### config.mk
export PLATFORM = sky130hd
export DESIGN_NAME = psi_queue
export DESIGN_NICKNAME = d
export VERILOG_FILES = /design/src/sv/psi_pkg.sv /design/src/sv/psi_queue.sv
export SDC_FILE = /design/constraint.sdc
export NUM_CORES = 1
export LEC_CHECK = 0
export BUFFER_PORTS_ARGS = -buffer_cell sky130_fd_sc_hd__buf_4
export CAP_MARGIN = 20
export CORE_ASPECT_RATIO = 1.4
export CORE_MARGIN = 2
export CORE_UTILIZATION = 55
export DETAILED_ROUTE_END_ITERATION = 12
export PLACE_DENSITY = 0.77
export SETUP_SLACK_MARGIN = 0.1
export SYNTH_ARGS = -nofsm -noshare
export SYNTH_HDL_FRONTEND = slang
export SYNTH_SLANG_ARGS = --single-unit
### constraint.sdc
create_clock -name clk -period 12.7 [get_ports clk]
set_input_delay 0.635 -clock clk [delete_from_list [all_inputs] [get_ports clk]]
set_output_delay 0.635 -clock clk [all_outputs]
set_load 0.05 [all_outputs]
### src/sv/psi_pkg.sv
// shared constants, payload types and helpers for the plane segment intersect block
`default_nettype none
package psi_pkg;
  localparam int COORD_WIDTH = 32;
  localparam int FRAC_BITS   = 16;
  localparam int CW          = COORD_WIDTH;
  // exact plane distance width: three full products plus the shifted offset
  localparam int DW          = 2 * CW + 3;
  localparam int PW          = CW + DW;
  localparam int NCH         = (DW + CW - 1) / CW;
  localparam int QDEPTH      = 4;
  localparam int QAW         = $clog2(QDEPTH);
  localparam int NUM_REGS    = 4;
  localparam int DATA_W      = (CW > 32) ? 64 : 32;
  localparam int STRIDE_BITS = (CW > 32) ? 3 : 2;
  localparam int ADDR_W      = $clog2(NUM_REGS) + STRIDE_BITS;

  typedef enum logic [1:0] {
    REG_NORMAL_X, REG_NORMAL_Y, REG_NORMAL_Z, REG_PLANE_OFFSET
  } reg_idx_t;

  typedef enum logic [1:0] {
    ST_HIT, ST_ON_PLANE, ST_OFF_PLANE, ST_OUTSIDE
  } status_t;

  typedef logic signed [CW-1:0] coord_t;

  typedef struct packed {
    coord_t start_x;
    coord_t start_y;
    coord_t start_z;
    coord_t end_x;
    coord_t end_y;
    coord_t end_z;
  } segment_t;

  typedef struct packed {
    coord_t  start_distance;
    coord_t  end_distance;
    logic    crosses;
    coord_t  hit_x;
    coord_t  hit_y;
    coord_t  hit_z;
    status_t status;
    logic    saturated;
  } result_t;

  typedef struct packed {
    coord_t normal_x;
    coord_t normal_y;
    coord_t normal_z;
    coord_t plane_offset;
  } plane_t;

  // classified item handed from front to back
  typedef struct packed {
    logic [2:0][CW-1:0] start;
    logic [2:0][CW-1:0] d_abs;
    logic [2:0]         qneg;
    logic [DW-1:0]      num_abs;
    logic [DW-1:0]      cos_abs;
    coord_t             start_distance;
    coord_t             end_distance;
    logic               crosses;
    status_t            status;
    logic               saturated;
  } mid_t;

  // what rides alongside the divider
  typedef struct packed {
    logic [2:0][CW-1:0] start;
    logic [2:0]         qneg;
    logic [DW-1:0]      cos_abs;
    coord_t             start_distance;
    coord_t             end_distance;
    logic               crosses;
    status_t            status;
    logic               saturated;
  } meta_t;

  typedef struct packed {
    coord_t value;
    logic   clamped;
  } clamp_t;

  function automatic logic [DW-1:0] abs_wide(input logic signed [DW-1:0] v);
    return v[DW-1] ? DW'(-v) : DW'(v);
  endfunction

  // floor shift by the fraction width, then clamp to coordinate range
  function automatic clamp_t clamp_dist(input logic signed [DW-1:0] v);
    clamp_t r;
    logic [DW-FRAC_BITS-CW:0] top;
    top = v[DW-1:FRAC_BITS+CW-1];
    if (&top || ~|top) begin
      r.value   = v[FRAC_BITS+CW-1:FRAC_BITS];
      r.clamped = 1'b0;
    end else begin
      r.value   = v[DW-1] ? {1'b1, {(CW-1){1'b0}}} : {1'b0, {(CW-1){1'b1}}};
      r.clamped = 1'b1;
    end
    return r;
  endfunction
endpackage
`default_nettype wire

### src/sv/psi_queue.sv
// small register queue between the classifying front and the dividing back
`default_nettype none
module psi_queue (
  input  wire logic          clk,
  input  wire logic          rst,
  input  wire logic          wr,
  input  wire psi_pkg::mid_t wr_data,
  output logic               full,
  input  wire logic          rd,
  output psi_pkg::mid_t      rd_data,
  output logic               empty
);
  psi_pkg::mid_t                mem [psi_pkg::QDEPTH];
  logic [psi_pkg::QAW-1:0]      wr_ptr;
  logic [psi_pkg::QAW-1:0]      rd_ptr;
  logic [psi_pkg::QAW:0]        count;

  assign full    = (count == (psi_pkg::QAW + 1)'(psi_pkg::QDEPTH));
  assign empty   = (count == '0);
  assign rd_data = mem[rd_ptr];

  always_ff @(posedge clk) begin
    if (rst) begin
      wr_ptr <= '0;
      rd_ptr <= '0;
      count  <= '0;
    end else begin
      if (wr) begin
        wr_ptr <= (wr_ptr == psi_pkg::QAW'(psi_pkg::QDEPTH - 1)) ? '0 : wr_ptr + 1'b1;
      end
      if (rd) begin
        rd_ptr <= (rd_ptr == psi_pkg::QAW'(psi_pkg::QDEPTH - 1)) ? '0 : rd_ptr + 1'b1;
      end
      if (wr && !rd) begin
        count <= count + 1'b1;
      end else if (rd && !wr) begin
        count <= count - 1'b1;
      end
    end
  end

  always_ff @(posedge clk) begin
    if (wr) begin
      mem[wr_ptr] <= wr_data;
    end
  end

  a_no_overflow: assert property (@(posedge clk) disable iff (rst) wr |-> !full)
    else $error("queue written while full");
  a_no_underflow: assert property (@(posedge clk) disable iff (rst) rd |-> !empty)
    else $error("queue read while empty");
endmodule
`default_nettype wire

After elaboration in Yosys (flattened, before gate mapping)
Memories as Yosys holds them, arrays and structs flattened. A register that Yosys moved wholly into a read port is not among the register bits.
Index checks and enable logic that the tools add are counted.
{"block": "totals", "ff_bits": 7, "ramBits": 1588, "in_bits": 401, "out_inout_bits": 399, "elab_cells": 25, "mem_count": 1}
{"block": "op_classes", "add_sub_neg": 4, "n_eq_ne": 3, "n_mux": 8, "reduce_logical": 6}
{"name": "mem", "depth": 4, "word_bits": 397, "rd": 1, "rd_ports_with_merged_regs": 1, "wr": 1, "line_no": "psi_queue.sv:13", "rtl": "psi_pkg::mid_t mem [psi_pkg::QDEPTH];"}
{"op": "2-bit two-way mux", "count": 4}
{"op": "3-bit two-way mux", "count": 2}
{"op": "2-bit by 1-bit adder with 2-bit output (second input constant)", "count": 2}
{"op": "2-bit == test (second input constant)", "count": 2}
{"op": "3-bit by 1-bit adder with 3-bit output (second input constant)", "count": 1}
{"op": "3-bit == test (second input constant)", "count": 1}
{"op": "3-bit zero test", "count": 1}
{"op": "3-bit by 1-bit subtractor with 3-bit output (second input constant)", "count": 1}
{"op": "1-bit logical AND", "count": 2}
{"op": "1-bit zero test", "count": 2}
{"op": "1-bit two-way mux", "count": 2}
{"op": "2-bit nonzero test", "count": 1}

Logic depth before layout (Yosys ltp)
Gate-level depths: netlist (run 1).
{"block": "logic_depth", "word_depth": 4, "ltp_mapped": 7, "depth_no_buf": 7}

Least setup slack after synthesis (run 1)
OpenSTA, ideal clock, no wires.
{"block": "synth_path", "kind": "input -> register", "from": "input port wr", "to": "memory mem[0][0] in the netlist's numbering, enable pin", "setup_ns": 0.810, "t_arrival_ns": 9.563, "required_time_ns": 11.890, "slack_ns": 2.327, "cell_stages": 1, "cell_sequence": "and2_1"}
{"block": "synth_via", "elab_chain_cells": 2}
{"item": "start: declaration", "line_no": "psi_queue.sv:6", "rtl": "input wire logic wr,"}
{"item": "1-bit two-way mux", "line_no": "psi_queue.sv:43", "rtl": "if (wr) begin"}
{"item": "1-bit two-way mux (implied by the code)", "line_no": "psi_queue.sv:44", "rtl": "mem[wr_ptr] <= wr_data;"}
{"item": "end: declaration", "line_no": "psi_queue.sv:13"}
Every way passes these cells.

==> impl_metrics.tcl, run 1 <==
set metrics [dict create \
    rsz0062_at_grt "false" \
    cts_buffer_depth 3 \
    layout-drive-gt1-share_pct 45.5 \
    criticalPathCategory "flop to output port" \
    fin_skew_ns 0.0266 \
    yosys_warnings 0 \
    min_period_over_period_pct 37.4 \
    die_h_microns 387 \
    internal-power_w 0.00881 \
    tns_ns 0 \
    drc 0 \
    outcome "completed" \
    syn2layout_area_growth_pct 20.6 \
    maxSlewViolCount 0 \
    syn_area_per_cell_sq_um 27.3 \
    pwr-share-comb_pct 14.0 \
    end_kind "output port" \
    multi_input_area_sq_um 9200 \
    p_seq_share_pct 51.8 \
    clockPowerShare_pct 34.2 \
    antenna_left 0 \
    post_cts_resize_count 0 \
    cts_tree "yes" \
    grt_max_degree 165 \
    die-area_sq_um 108000 \
    wirelength_mm 126 \
    peakVddDrop_v 0.000176 \
    io-pin-count 800 \
    cts_buffers 144 \
    via_per_inst 5.87 \
    syn_inst 2117 \
    grt_first_pass_wirelength_mm 183 \
    vias 26300 \
    ctsHtreeMaxLevel 4 \
    regArea_sq_um 47900 \
    antenna_found_initial 30 \
    first_pass_iters 5 \
    grt_usage_pct 23.4 \
    hold_viol_final 0 \
    p_per_area_nw_per_um2 169 \
    core_area_sq_um 104000 \
    yosysUniqueCellTypes 19 \
    tightest_slew_ns 1.39 \
    switching_power_w 0.00299 \
    finalSetupViolCount 0 \
    netlist_area_sq_um 57700 \
    hp-class "input pin to flop" \
    r2r-start "wr_ptr[0]" \
    grt_pass1_vias 28000 \
    leakage_nw 23.1 \
    path_clk_slew_ns 0.06 \
    ys_seq_area_share_pct 82.9 \
    cp.required_ns 12.06 \
    core.rowCount 140 \
    min_path_cells 1 \
    first_iter_violations 2155 \
    rr_worst_depth 6 \
    nFillCells 6168 \
    dp.cells 4203 \
    grt_overflow_total 0 \
    wl_per_cell_microns 28.2 \
    clkLatencyLatePin_ns 0.74 \
    yosys_register_bits 1597 \
    fmax_ghz 0.210 \
    fin_crit_ns 4.75 \
    cts-root-buf "clkbuf_16" \
    die_x_microns 278 \
    drv_cap 0 \
    crit_arrival_ns 4.12 \
    r2r_slack_ns 8.81 \
    cts_hold_buffers 0 \
    fin_nets 3413 \
    cts.repair_timing.setup_buffer_count 0 \
    port_buffers 799 \
    min-delay-start "wr_data[136]" \
    min_to "mem[0][136]" \
    swShare_pct 25.3 \
    cp-start-kind "flop" \
    cp_max_fo 108 \
    start_util_pct 55.5 \
    timing.rr.end "mem[0][97]" \
    synth_nets 2525 \
    place.gp.congestion 0.812 \
    dp_hpwl_mm 77.9 \
    fin_cells 4478 \
    slew_headroom_pct 7.58 \
    clkSinkCount 1597 \
]
==> worst max path at each step <==
stage / slack (ns) / to / depth (start not counted)
floorplan: 2.33 / mem[0][0] / 1
global placement: 7.99 / mem[0][360] / 5
detailed placement: 8.09 / mem[3][185] / 5
CTS: 7.58 / rd_data[145] / 4
global route: 7.57 / rd_data[81] / 4
finish: 7.95 / rd_data[81] / 4
==> cell usage after synthesis <==
cell type  instances  share of area [%]
and2_1             4              0.043
edfxtp_1        1588                 83
dfxtp_1            9               0.31
ha_1               6               0.13
buf_1              2              0.013
clkbuf_1           7              0.046
or3_1              1              0.011
mux4_2           397                 15
fa_1               1              0.035
xor2_1             2              0.030
mux2i_1            4              0.069
a21oi_1            2              0.017
o21ai_0            1             0.0087
buf_2             41               0.36
inv_1              4              0.026
nor2_1             7              0.046
nor3_1             1             0.0087
nor3b_1            2              0.026
buf_6             38               0.74
==> state kept, by name, indices dropped and copies added, names as in the netlist, named ones only <==
| register | cells |
|---|---|
| mem | 1588 |
| count | 3 |
| rd_ptr | 2 |
| wr_ptr | 2 |
==> through the flow <==
stage          power [W]  cell area, sq um  hold slack [ns]  setup slack [ns]  util (%)
4_1_cts           0.0119             69500          0.00714              7.58      66.8
3_3_place_gp     0.00783             65100            0.484              7.99      62.5
5_1_grt           0.0122             69600           0.0188              7.57      66.9
3_5_place_dp     0.00788             65100            0.513              8.09      62.6
2_1_floorplan    0.00737             57700            0.460              2.33         -
6_report          0.0118             69600           0.0829              7.95      66.9
==> per-layer routing <==
| layer | vias to the layer above | routed length [microns] | global-route usage (%) |
|---|---|---|---|
| li1 | 11000 | - | - |
| met1 | 13800 | 42400 | 26.6 |
| met2 | 1225 | 64500 | 38.4 |
| met3 | 257 | 14500 | 10.3 |
| met4 | 24 | 4810 | 9.98 |
| met5 | - | 160 | 0 |
==> area by class of cell <==
type,instances,area share (%)
diodes,20,0.0719
clock buffers,192,5.46
clock inverters,58,0.816
inverters,4,0.0216
multi-input cells,428,13.2
flip-flops and latches,1597,68.7
well taps,1349,2.42
repair buffers,830,9.26
==> cells by family (layout without fill, tap and decap cells) <==
family | after synthesis | after routing | share of synthesized area (%)
AOI/OAI and AO/OA | 3 | 3 | 0.0260
xor gates and xnor gates | 2 | 2 | 0.0303
adders and majority gates | 7 | 7 | 0.165
buffers and inverters | 92 | 1084 | 1.18
DFF | 1597 | 1597 | 82.9
muxes | 401 | 401 | 15.6
other | 0 | 20 | 0
and+or+nand+nor | 15 | 15 | 0.134
==> critical path, cell delays in order (launching register included) <==
cell and delay, ns:
dfxtp_4 0.81, buf_12 0.67, buf_12 0.69, mux4_2 0.66, buf_4 0.22
==> cells in the final DEF, fill, tap and decap left out, types with 4 or more instances in the layout <==
cell / synthesis / layout
clkinv_16: 0 / 4
buf_12: 0 / 8
edfxtp_1: 1588 / 1588
bufinv_16: 0 / 4
ha_1: 6 / 6
and2_4: 0 / 4
buf_16: 0 / 6
inv_1: 4 / 4
clkinv_1: 0 / 21
inv_6: 0 / 5
diode_2: 0 / 20
clkinv_2: 0 / 13
dfxtp_1: 9 / 7
mux4_2: 397 / 397
nor2_1: 7 / 7
mux2i_1: 4 / 4
clkbuf_1: 7 / 47
buf_4: 0 / 816
clkbuf_16: 0 / 145
==> power groups by stage <==
| stage | clock network, W | logic [W] | registers, W |
|---|---|---|---|
| 3_5_place_dp | 0 | 0.00165 | 0.00623 |
| 5_1_grt | 0.00431 | 0.00172 | 0.00613 |
| 6_report | 0.00404 | 0.00165 | 0.00611 |
| 3_3_place_gp | 0 | 0.00162 | 0.00621 |
| 2_1_floorplan | 0 | 0.00109 | 0.00629 |
| 4_1_cts | 0.00412 | 0.00166 | 0.00612 |
Power figures use the tool's default switching activity.
==> run 2, diff against run 1 <==
- clock period: 12.7 -> 4.9 ns (I/O delays scaled with it)
==> impl_metrics.tcl, run 2 (synthesis gave the netlist of run 1 again) <==
set metrics [dict create \
    outcome "completed" \
    fin_nets 3843 \
    dp_slack_ns 2.30 \
    cts-root-buf "clkbuf_16" \
    cp_max_fo 93 \
    layout-drive-gt1-share_pct 41.3 \
    drc 0 \
    grt_max_degree 94 \
    crit_arrival_ns 3.10 \
    core_area_sq_um 104000 \
    grt_pass1_vias 31100 \
    worst_slack_ns 1.55 \
    syn2layout_area_growth_pct 28.3 \
    path_clk_slew_ns 0.06 \
    grt_first_pass_wirelength_mm 211 \
    hp-class "input pin to flop" \
    clockPowerShare_pct 34.5 \
    criticalPathCategory "flop to output port" \
    fin_crit_ns 3.35 \
    rsz0062_at_grt "false" \
    hold_viol_final 0 \
    grt_usage_pct 27.1 \
    die_x_microns 278 \
    place.gp.congestion 0.804 \
    vias 29100 \
    die_h_microns 387 \
    clkLatencyLatePin_ns 0.77 \
    core.rowCount 140 \
    clkSinkCount 1597 \
    die-area_sq_um 108000 \
    cts_buffer_depth 3 \
    dp_hpwl_mm 83.3 \
    swShare_pct 25.9 \
    switching_power_w 0.00812 \
    cts_buffers 141 \
    tns_ns 0 \
    first_iter_violations 2823 \
    tightest_slew_ns 1.07 \
    cp.required_ns 4.66 \
    fin_skew_ns 0.0356 \
    fmax_ghz 0.299 \
    drv_cap 0 \
    met3_usage_pct 7.84 \
    met2_usage_pct 46.0 \
    min_period_over_period_pct 68.4 \
    final_cell_mix "1588 x edfxtp_1, 839 x buf_4, 401 x dlygate4sd3_1" \
    p_per_area_nw_per_um2 424 \
    cp-start-kind "flop" \
    cts.repair_timing.setup_buffer_count 0 \
    grt_overflow_total 0 \
    wl_per_cell_microns 29.6 \
    start_util_pct 55.5 \
    busiest_layer "met2" \
    antenna_left 0 \
    first_pass_iters 5 \
    peakVddDrop_v 0.000413 \
    use_met1_pct 32.0 \
    via_per_inst 5.91 \
    leakage_nw 25.1 \
    p_seq_share_pct 50.5 \
    ctsHtreeMaxLevel 4 \
    largest_reg_flops 1588 \
    io-pin-count 800 \
    port_buffers 799 \
    slew_headroom_pct 28.8 \
    layout_commonest_cell "edfxtp_1" \
    regMostFlops "mem" \
    antenna_found_initial 33 \
    pwr-share-comb_pct 15.0 \
    maxSlewViolCount 0 \
    cts_tree "yes" \
    finalSetupViolCount 0 \
    internal-power_w 0.0233 \
    top_regs "mem: 1588 flops, count: 3 flops" \
    end_kind "output port" \
    wirelength_mm 146 \
]
==> run 2: cell count changes in the layout (fill, tap and decap cells not counted), sizes merged <==
cell	change
dlygate4sd3	+401
buf	+32
clkinv	+27
clkbuf	-23
diode	+6
bufinv	+4
inv	-1
==> run 2: worst max-delay path, stage by stage (launching register included) <==
cell and delay (ns):
dfxtp_4 1.03, buf_12 0.46, mux4_2 0.45, buf_4 0.22
==> run 2: through the flow <==
| stage | util [%] | instance area [sq um] | hold slack (ns) | cells | total power [W] |
|---|---|---|---|---|---|
| global route | 71.2 | 74100 | 0.207 | 4914 | 0.0322 |
| finish | 71.2 | 74100 | 0.223 | 4924 | 0.0314 |
| global placement | 63.0 | 65500 | 0.442 | 4240 | 0.0204 |
| CTS | 71.1 | 74000 | 0.169 | 4898 | 0.0314 |
| floorplan | - | 57700 | 0.314 | 2117 | 0.0189 |
| detailed placement | 63.0 | 65500 | 0.448 | 4240 | 0.0205 |
==> run 2: timing repair <==
action                                  CTS  global route
endpoints found under the hold margin  1597             0
gates resized for setup                   0             0
hold buffers                            401             0
==> run 2: path summary, 6_finish.rpt <==
check,startpoint,end,slack (ns),cells past startpoint
max,flop,rd_data[106],1.55,3
min,wr_data[18],mem[3][18],0.22,2
max reg2reg,wr_ptr[0],mem[1][195],2.39,3
min reg2reg,count[2],count[2],0.52,2
==> run 2: area by class of cell <==
cell class,count,area [sq um]
clock buffers,169,3750
well taps,1349,1690
diodes,26,65.1
clock inverters,88,731
repair buffers,1263,10800
flip-flops and latches,1597,47900
fillers,5571,30000
multi-input cells,428,9200
inverters,4,15.0
==> run 2: power groups by stage <==
stage                     registers [W]  clock network (W)  logic, W
after floorplan                  0.0161                  0   0.00282
after global placement           0.0161                  0   0.00428
after detailed placement         0.0161                  0   0.00434
after CTS                        0.0158             0.0108   0.00467
after global routing             0.0159             0.0114   0.00485
final                            0.0159             0.0108   0.00471
==> run 2: per-layer routing <==
| layer | share of wire, % | vias up |
|---|---|---|
| met3 | 9.5 | 351 |
| met2 | 52 | 1670 |
| met4 | 4.6 | 22 |
| met1 | 34 | 15200 |
| met5 | 0.088 | - |
| li1 | - | 11900 |
